[src/hw/rtl/rdq_pkg.sv]
// shared types and constants of the ring deque
package rdq_pkg;

  localparam int DEPTH_DEF = 16;
  localparam int VAL_W     = 32;
  localparam int ACT_W     = 3;

  typedef enum logic [ACT_W-1:0] {
    ACT_PUSH_FRONT = 3'd0,
    ACT_PUSH_BACK  = 3'd1,
    ACT_POP_FRONT  = 3'd2,
    ACT_POP_BACK   = 3'd3,
    ACT_LIST       = 3'd4,
    ACT_QAPPEND    = 3'd5
  } act_t;

  typedef struct packed {
    logic load;
    logic exec;
    logic list_init;
    logic rd;
    logic emit_empty;
    logic emit_quiet;
  } rdq_cmd_t;

  typedef struct packed {
    act_t act;
    logic full;
    logic empty;
    logic rd_end;
  } rdq_stat_t;

endpackage

[src/hw/rtl/rdq_ram.sv]
// generic simple dual-port ram with registered read
module rdq_ram #(
  parameter int WIDTH = 32,
  parameter int DEPTH = 16,
  localparam int AW = (DEPTH > 1) ? $clog2(DEPTH) : 1
) (
  input  logic             clk,
  input  logic             we,
  input  logic [AW-1:0]    waddr,
  input  logic [WIDTH-1:0] wdata,
  input  logic [AW-1:0]    raddr,
  output logic [WIDTH-1:0] rdata
);

  logic [WIDTH-1:0] mem [DEPTH];

  always_ff @(posedge clk) begin
    if (we) begin
      mem[waddr] <= wdata;
    end
    rdata <= mem[raddr];
  end

endmodule

[src/hw/rtl/rdq_ctrl.sv]
// controller of the ring deque: operation and listing sequencer
module rdq_ctrl import rdq_pkg::*; (
  input  logic      clk,
  input  logic      rst,
  input  logic      start,
  input  rdq_stat_t stat,
  output rdq_cmd_t  cmd,
  output logic      busy
);

  typedef enum logic [1:0] {S_IDLE, S_EXEC, S_LIST} state_t;

  state_t state, state_next;

  always_comb begin
    cmd        = '0;
    state_next = state;
    unique case (state)
      S_IDLE: begin
        if (start) begin
          cmd.load   = 1'b1;
          state_next = S_EXEC;
        end
      end
      S_EXEC: begin
        cmd.exec = 1'b1;
        priority if (stat.act == ACT_QAPPEND) begin
          cmd.emit_quiet = stat.full;
          state_next     = S_IDLE;
        end else if (stat.act == ACT_PUSH_FRONT || stat.act == ACT_PUSH_BACK ||
                     stat.act == ACT_POP_FRONT || stat.act == ACT_POP_BACK ||
                     stat.act == ACT_LIST) begin
          cmd.list_init = 1'b1;
          state_next    = S_LIST;
        end else begin
          state_next = S_IDLE;
        end
      end
      S_LIST: begin
        if (stat.empty) begin
          cmd.emit_empty = 1'b1;
          state_next     = S_IDLE;
        end else begin
          cmd.rd = 1'b1;
          if (stat.rd_end) begin
            state_next = S_IDLE;
          end
        end
      end
      default: state_next = S_IDLE;
    endcase
  end

  always_ff @(posedge clk) begin
    if (rst) begin
      state <= S_IDLE;
      busy  <= 1'b0;
    end else begin
      state <= state_next;
      busy  <= (state_next != S_IDLE);
    end
  end

endmodule

[src/hw/rtl/rdq_dp.sv]
// datapath of the ring deque: pointers, ram addressing and result register
module rdq_dp import rdq_pkg::*; #(
  parameter int DEPTH = DEPTH_DEF,
  localparam int IW = $clog2(DEPTH),
  localparam int CW = $clog2(DEPTH + 1)
) (
  input  logic                    clk,
  input  logic                    rst,
  input  logic [ACT_W-1:0]        action,
  input  logic signed [VAL_W-1:0] value,
  input  rdq_cmd_t                cmd,
  output rdq_stat_t               stat,
  output logic                    ram_we,
  output logic [IW-1:0]           ram_waddr,
  output logic [VAL_W-1:0]        ram_wdata,
  output logic [IW-1:0]           ram_raddr,
  input  logic [VAL_W-1:0]        ram_rdata,
  output logic                    res_valid,
  output logic signed [VAL_W-1:0] value_res,
  output logic                    backward,
  output logic                    empty_res,
  output logic                    rejected,
  output logic                    last
);

  localparam logic [IW:0]   DEPTH_W = (IW + 1)'(DEPTH);
  localparam logic [CW-1:0] DEPTH_C = CW'(DEPTH);
  localparam logic [IW-1:0] TOP_SLOT = IW'(DEPTH - 1);

  act_t             act;
  logic [VAL_W-1:0] val;
  logic [IW-1:0]    front;
  logic [CW-1:0]    count;
  logic [IW-1:0]    off;
  logic             dir;
  logic             rej;
  logic             from_ram;
  logic             full;
  logic             empty;
  logic [IW-1:0]    front_dec;
  logic [IW-1:0]    back_slot;
  logic [IW-1:0]    cnt_last;

  function automatic logic [IW-1:0] wrap_add(logic [IW-1:0] a, logic [IW-1:0] b);
    logic [IW:0] s;
    s = {1'b0, a} + {1'b0, b};
    if (s >= DEPTH_W) begin
      s = s - DEPTH_W;
    end
    return s[IW-1:0];
  endfunction

  assign full      = (count == DEPTH_C);
  assign empty     = (count == '0);
  assign front_dec = (front == '0) ? TOP_SLOT : front - IW'(1);
  // count is below DEPTH whenever a push writes, so it fits the index width
  assign back_slot = wrap_add(front, count[IW-1:0]);
  assign cnt_last  = count[IW-1:0] - IW'(1);

  assign stat.act    = act;
  assign stat.full   = full;
  assign stat.empty  = empty;
  assign stat.rd_end = dir && (off == '0);

  assign ram_we    = cmd.exec && !full &&
                     (act == ACT_PUSH_FRONT || act == ACT_PUSH_BACK || act == ACT_QAPPEND);
  assign ram_waddr = (act == ACT_PUSH_FRONT) ? front_dec : back_slot;
  assign ram_wdata = val;
  assign ram_raddr = wrap_add(front, off);

  assign value_res = from_ram ? ram_rdata : '0;

  always_ff @(posedge clk) begin
    if (cmd.load) begin
      act <= act_t'(action);
      val <= value;
    end
    if (cmd.exec) begin
      rej <= full && (act == ACT_PUSH_FRONT || act == ACT_PUSH_BACK);
    end
    if (cmd.list_init) begin
      off <= '0;
      dir <= 1'b0;
    end else if (cmd.rd) begin
      if (!dir) begin
        if (off == cnt_last) begin
          dir <= 1'b1;
        end else begin
          off <= off + IW'(1);
        end
      end else begin
        off <= off - IW'(1);
      end
    end
  end

  // ring pointers
  always_ff @(posedge clk) begin
    if (rst) begin
      front <= '0;
      count <= '0;
    end else if (cmd.exec) begin
      unique case (act)
        ACT_PUSH_FRONT: begin
          if (!full) begin
            front <= front_dec;
            count <= count + CW'(1);
          end
        end
        ACT_PUSH_BACK, ACT_QAPPEND: begin
          if (!full) begin
            count <= count + CW'(1);
          end
        end
        ACT_POP_FRONT: begin
          if (!empty) begin
            front <= wrap_add(front, IW'(1));
            count <= count - CW'(1);
          end
        end
        ACT_POP_BACK: begin
          if (!empty) begin
            count <= count - CW'(1);
          end
        end
        default: ;
      endcase
    end
  end

  // result register
  always_ff @(posedge clk) begin
    if (rst) begin
      res_valid <= 1'b0;
      from_ram  <= 1'b0;
      backward  <= 1'b0;
      empty_res <= 1'b0;
      rejected  <= 1'b0;
      last      <= 1'b0;
    end else begin
      res_valid <= cmd.rd || cmd.emit_empty || cmd.emit_quiet;
      from_ram  <= cmd.rd;
      backward  <= cmd.rd && dir;
      empty_res <= cmd.emit_empty;
      rejected  <= cmd.emit_quiet || ((cmd.rd || cmd.emit_empty) && rej);
      last      <= cmd.emit_quiet || cmd.emit_empty || (cmd.rd && dir && off == '0);
    end
  end

endmodule

[src/hw/rtl/ring_deque_with_listing.sv]
// top level of the ring deque with listing
//
//  channel   handshake              payload
//  command   start / busy           action, value
//  result    res_valid (strobe)     value_res, backward, empty_res, rejected, last
//
// an operation is loaded, then executed; a listing then issues one ram read a cycle
// a deque of n entries lists 2n results, one per cycle; an empty one gives one
// after execute, the first read passes the ram read register and the result register
// busy falls when the last read is issued; reset clears pointers, not the ram
// results are strobed for one cycle and cannot be held off
module ring_deque_with_listing import rdq_pkg::*; #(
  parameter int DEPTH = DEPTH_DEF
) (
  input  logic                    clk,
  input  logic                    rst,
  input  logic                    start,
  input  logic [ACT_W-1:0]        action,
  input  logic signed [VAL_W-1:0] value,
  output logic                    busy,
  output logic                    res_valid,
  output logic signed [VAL_W-1:0] value_res,
  output logic                    backward,
  output logic                    empty_res,
  output logic                    rejected,
  output logic                    last
);

  localparam int IW = $clog2(DEPTH);

  rdq_cmd_t         cmd;
  rdq_stat_t        stat;
  logic             ram_we;
  logic [IW-1:0]    ram_waddr;
  logic [VAL_W-1:0] ram_wdata;
  logic [IW-1:0]    ram_raddr;
  logic [VAL_W-1:0] ram_rdata;

  rdq_ctrl u_ctrl (
    .clk   (clk),
    .rst   (rst),
    .start (start),
    .stat  (stat),
    .cmd   (cmd),
    .busy  (busy)
  );

  rdq_dp #(.DEPTH(DEPTH)) u_dp (
    .clk       (clk),
    .rst       (rst),
    .action    (action),
    .value     (value),
    .cmd       (cmd),
    .stat      (stat),
    .ram_we    (ram_we),
    .ram_waddr (ram_waddr),
    .ram_wdata (ram_wdata),
    .ram_raddr (ram_raddr),
    .ram_rdata (ram_rdata),
    .res_valid (res_valid),
    .value_res (value_res),
    .backward  (backward),
    .empty_res (empty_res),
    .rejected  (rejected),
    .last      (last)
  );

  rdq_ram #(.WIDTH(VAL_W), .DEPTH(DEPTH)) u_ram (
    .clk   (clk),
    .we    (ram_we),
    .waddr (ram_waddr),
    .wdata (ram_wdata),
    .raddr (ram_raddr),
    .rdata (ram_rdata)
  );

endmodule

[config.mk]
export PLATFORM = sky130hd
export DESIGN_NAME = ring_deque_with_listing
export DESIGN_NICKNAME = d
export VERILOG_FILES = /design/src/hw/rtl/rdq_pkg.sv /design/src/hw/rtl/rdq_ram.sv /design/src/hw/rtl/rdq_ctrl.sv /design/src/hw/rtl/rdq_dp.sv /design/src/hw/rtl/ring_deque_with_listing.sv
export SDC_FILE = /design/constraint.sdc
export NUM_CORES = 1
export LEC_CHECK = 0
export ABC_AREA = 1
export BUFFER_PORTS_ARGS = -buffer_cell sky130_fd_sc_hd__buf_2
export CAP_MARGIN = 25
export CORE_MARGIN = 3
export CORE_UTILIZATION = 48
export DETAILED_ROUTE_END_ITERATION = 8
export SLEW_MARGIN = 20
export SYNTH_ARGS = -nofsm -noshare
export SYNTH_HDL_FRONTEND = slang
export SYNTH_SLANG_ARGS = --single-unit
[constraint.sdc]
create_clock -name clk -period 4.51 [get_ports clk]
set_input_delay 0.451 -clock clk [delete_from_list [all_inputs] [get_ports clk]]
set_output_delay 0.451 -clock clk [all_outputs]
set_load 0.005 [all_outputs]
==> impl_metrics.json <==
{
  "vias": 14991,
  "post-route-util": 0.5658,
  "initial_core_util": 0.4922,
  "hold_viol": 0,
  "cp_max_fo": 22,
  "grt_first_pass_wirelength_mm": 85.28,
  "power.share.sequential": 0.503,
  "die_area_mm2": 0.05356,
  "core_mm2": 0.04956,
  "synth_nets": 2070,
  "min-delay-start": "value[20]",
  "reg2regPathDepth": 8,
  "holdPathStages": 1,
  "peakVddDrop_v": 0.0003171,
  "synthToLayoutAreaGrowth_pct": 14.96,
  "finalClockSkew_ps": 21.15,
  "power.clock.fraction": 0.384,
  "clk_latency_ps": 630,
  "fill_cells": 4095,
  "synth.avg_cell_area_um2": 12.12,
  "numCtsBuffers": 61,
  "rrSetupSlack_ps": 1260,
  "clk_pin_slew_ps": 60,
  "p_leak_uw": 0.01066,
  "crit_type": "reg -> reg",
  "maxSlewViolCount": 0,
  "postRouteAntennaNets": 0,
  "synthCells": 2013,
  "p_int_uw": 9665,
  "io_buffers": 75,
  "final_layout_size_suffix_gt1_frac": 0.1069,
  "grt_start_max_net_pins": 87,
  "viasPerCell": 5.288,
  "worstMarginPinSlew_ps": 957.6,
  "track_usage": 0.2073,
  "maxCapViolCount": 0,
  "cts_buffer_depth": 3,
  "setup_violations": 0,
  "r2r-end": "u_ram.mem[11][21]$_DFFE_PP_",
  "powerDensity_mw_per_mm2": 457.2,
  "ys_ff_latch": 603,
  "nNetsFinal": 2176,
  "hold_class": "in -> reg",
  "final_common_cell": "edfxtp_1",
  "cts_tree": "yes",
  "final_cell_mix": "edfxtp_1, inv_1, nand2_1, o21ai_0, a21oi_1",
  "max-slew-margin-rel": 0.3616,
  "min_period_ps": 3250,
  "hpwl_mm": 31.41,
  "power.share.combinational": 0.113,
  "seq_area_frac_synth": 0.7198,
  "max_freq_mhz": 307.7,
  "synth.distinct_cells": 31,
  "critPathLaunchType": "flop",
  "r2r_start": "u_dp.count[0]$_SDFFE_PP0P_",
  "p_switching_uw": 3156,
  "gp_congestion": 0.8222,
  "wl_mm": 54.99,
  "rows": 81,
  "yosysWarnings": 0,
  "startpoint": "u_dp.count[0]$_SDFFE_PP0P_",
  "drc": 0,
  "worst-endpoint-required_ps": 4820,
  "tns_ps": 0,
  "switching_share": 0.2461,
  "crit_arrival_ps": 3560,
  "h-tree-depth": 2,
  "critPathCaptureType": "flop",
  "status": "finished clean",
  "cts_setup_buffers": 0,
  "syn_area_mm2": 0.02439,
  "clock_sink_count": 603,
  "firstDrtPassIters": 5,
  "die_w_um": 231.4,
  "antenna_cells": 0,
  "initialDrtViolationCount": 1085,
  "timing.final.crit_share": 0.7206,
  "min_to": "u_dp.ram_wdata[20]$_DFFE_PP_",
  "rsz0062_at_grt": "false",
  "antenna_found_initial": 0,
  "routedWlPerCell_um": 19.40,
  "io_pins": 76,
  "clock-root-buffer": "clkbuf_16",
  "grt-ovfl-total": 0,
  "die_y_um": 231.4,
  "grt_pass1_vias": 14638
}
-- per-layer routing --
metal,vias to the layer above,global-route usage,wire length (um)
li1,7251,-,-
met1,7274,0.2998,25440
met2,381,0.3330,25760
met3,85,0.02679,2694
met4,0,0.05888,1100
met5,-,0,0
-- power by group through the flow --
| stage | Combinational, uW | Clock (uW) | Sequential (uW) |
|---|---|---|---|
| 2_1_floorplan | 1040 | 0 | 6490 |
| 3_3_place_gp | 1410 | 0 | 6570 |
| 3_5_place_dp | 1430 | 0 | 6570 |
| 4_1_cts | 1450 | 5020 | 6460 |
| 5_1_grt | 1640 | 5240 | 6470 |
| 6_report | 1450 | 4920 | 6450 |
-- stage by stage --
step | instance area, um^2 | hold slack [ps] | std cells | power (uW) | worst slack (ps)
6_report | 28040 | 36.86 | 2835 | 12820 | 1260
3_3_place_gp | 25700 | 494.2 | 2684 | 7980 | 1318
5_1_grt | 28040 | 21.14 | 2835 | 13350 | 1035
2_1_floorplan | 24390 | 468.2 | 2013 | 7527 | 1102
3_5_place_dp | 25720 | 502.2 | 2685 | 8001 | 1284
4_1_cts | 28010 | 7.384 | 2834 | 12930 | 1244
-- critical path, cell delays in order, from the launching register on --
cell and delay (ps):
dfxtp_1 390, ha_1 270, fa_1 400, xnor2_1 170
inv_1 60, o21ai_0 310, nand2_1 310, nor2_4 690
buf_4 330
-- cells by family (layout without fill, tap and decap cells) --
| family | count (synthesis) | in the layout | share of synthesized area |
|---|---|---|---|
| flops | 603 | 603 | 0.7198 |
| compound gates | 533 | 533 | 0.1192 |
| buf+inv | 438 | 596 | 0.07248 |
| simple gates | 403 | 403 | 0.06992 |
| fa+ha+maj | 19 | 19 | 0.01098 |
| xor+xnor | 17 | 17 | 0.007643 |
-- state kept, by name, summed over array words and instances, names as in the netlist --
signal and flops:
u_ctrl.state 2, u_dp.res_valid 1, u_dp.off 4, u_dp.from_ram 1
u_ram.rdata 32, u_ctrl.busy 1, u_dp.backward 1, u_dp.empty_res 1
u_dp.last 1, u_dp.ram_wdata 32, u_dp.rej 1, u_dp.count 5
u_dp.act 3, u_dp.front 4, u_ram.mem 512, u_dp.dir 1
u_dp.rejected 1
-- worst max path at each step --
| stage | slack (ps) | cells after the start | end |
|---|---|---|---|
| after detailed placement | 1280 | 8 | u_ram.mem[11][26]$_DFFE_PP_ |
| after CTS | 1240 | 8 | u_ram.mem[11][3]$_DFFE_PP_ |
| after global routing | 1040 | 8 | u_ram.mem[11][26]$_DFFE_PP_ |
| final | 1260 | 8 | u_ram.mem[11][21]$_DFFE_PP_ |
| after floorplan | 1100 | 4 | u_ctrl.busy$_SDFF_PP0_ |
| after global placement | 1320 | 8 | u_ram.mem[11][26]$_DFFE_PP_ |
-- final cells by class --
cell class | count | area (um^2) | area share
clock buffers | 91 | 1732 | 0.06175
clock inverters | 24 | 217.7 | 0.007764
inverters | 328 | 1231 | 0.04391
multi-input cells | 972 | 5231 | 0.1866
flip-flops and latches | 603 | 17560 | 0.6261
well taps | 664 | 830.8 | 0.02963
repair buffers | 153 | 1241 | 0.04426
-- Yosys cell counts (all sizes together) --
library cell  instances  area [um^2]
or2                   1        6.260
ha                   15        187.7
nor2                 38        142.6
o211ai               83        633.1
o21ai               241         1206
edfxtp              548        16460
clkinv                1        3.750
nand2               219        822.0
clkbuf               38        142.6
a21oi               193        965.9
dfxtp                55         1101
xor2                 11        96.34
inv                 327         1227
nand4                 2        12.51
buf                  72        394.1
nor3                  5        30.03
a211oi                1        7.510
xnor2                 6        90.08
fa                    4        80.08
nor4                  1        6.260
nand3               137        685.7
o22ai                14        87.58
o21a                  1        7.510
-- repair_timing --
| item | in CTS | in global routing |
|---|---|---|
| hold buffers | 34 | 0 |
| endpoints found under the setup margin | 0 | 0 |
| hold endpoints to repair | 34 | 0 |
| resized for setup | 0 | 0 |
(Power assumes the default switching activity.)
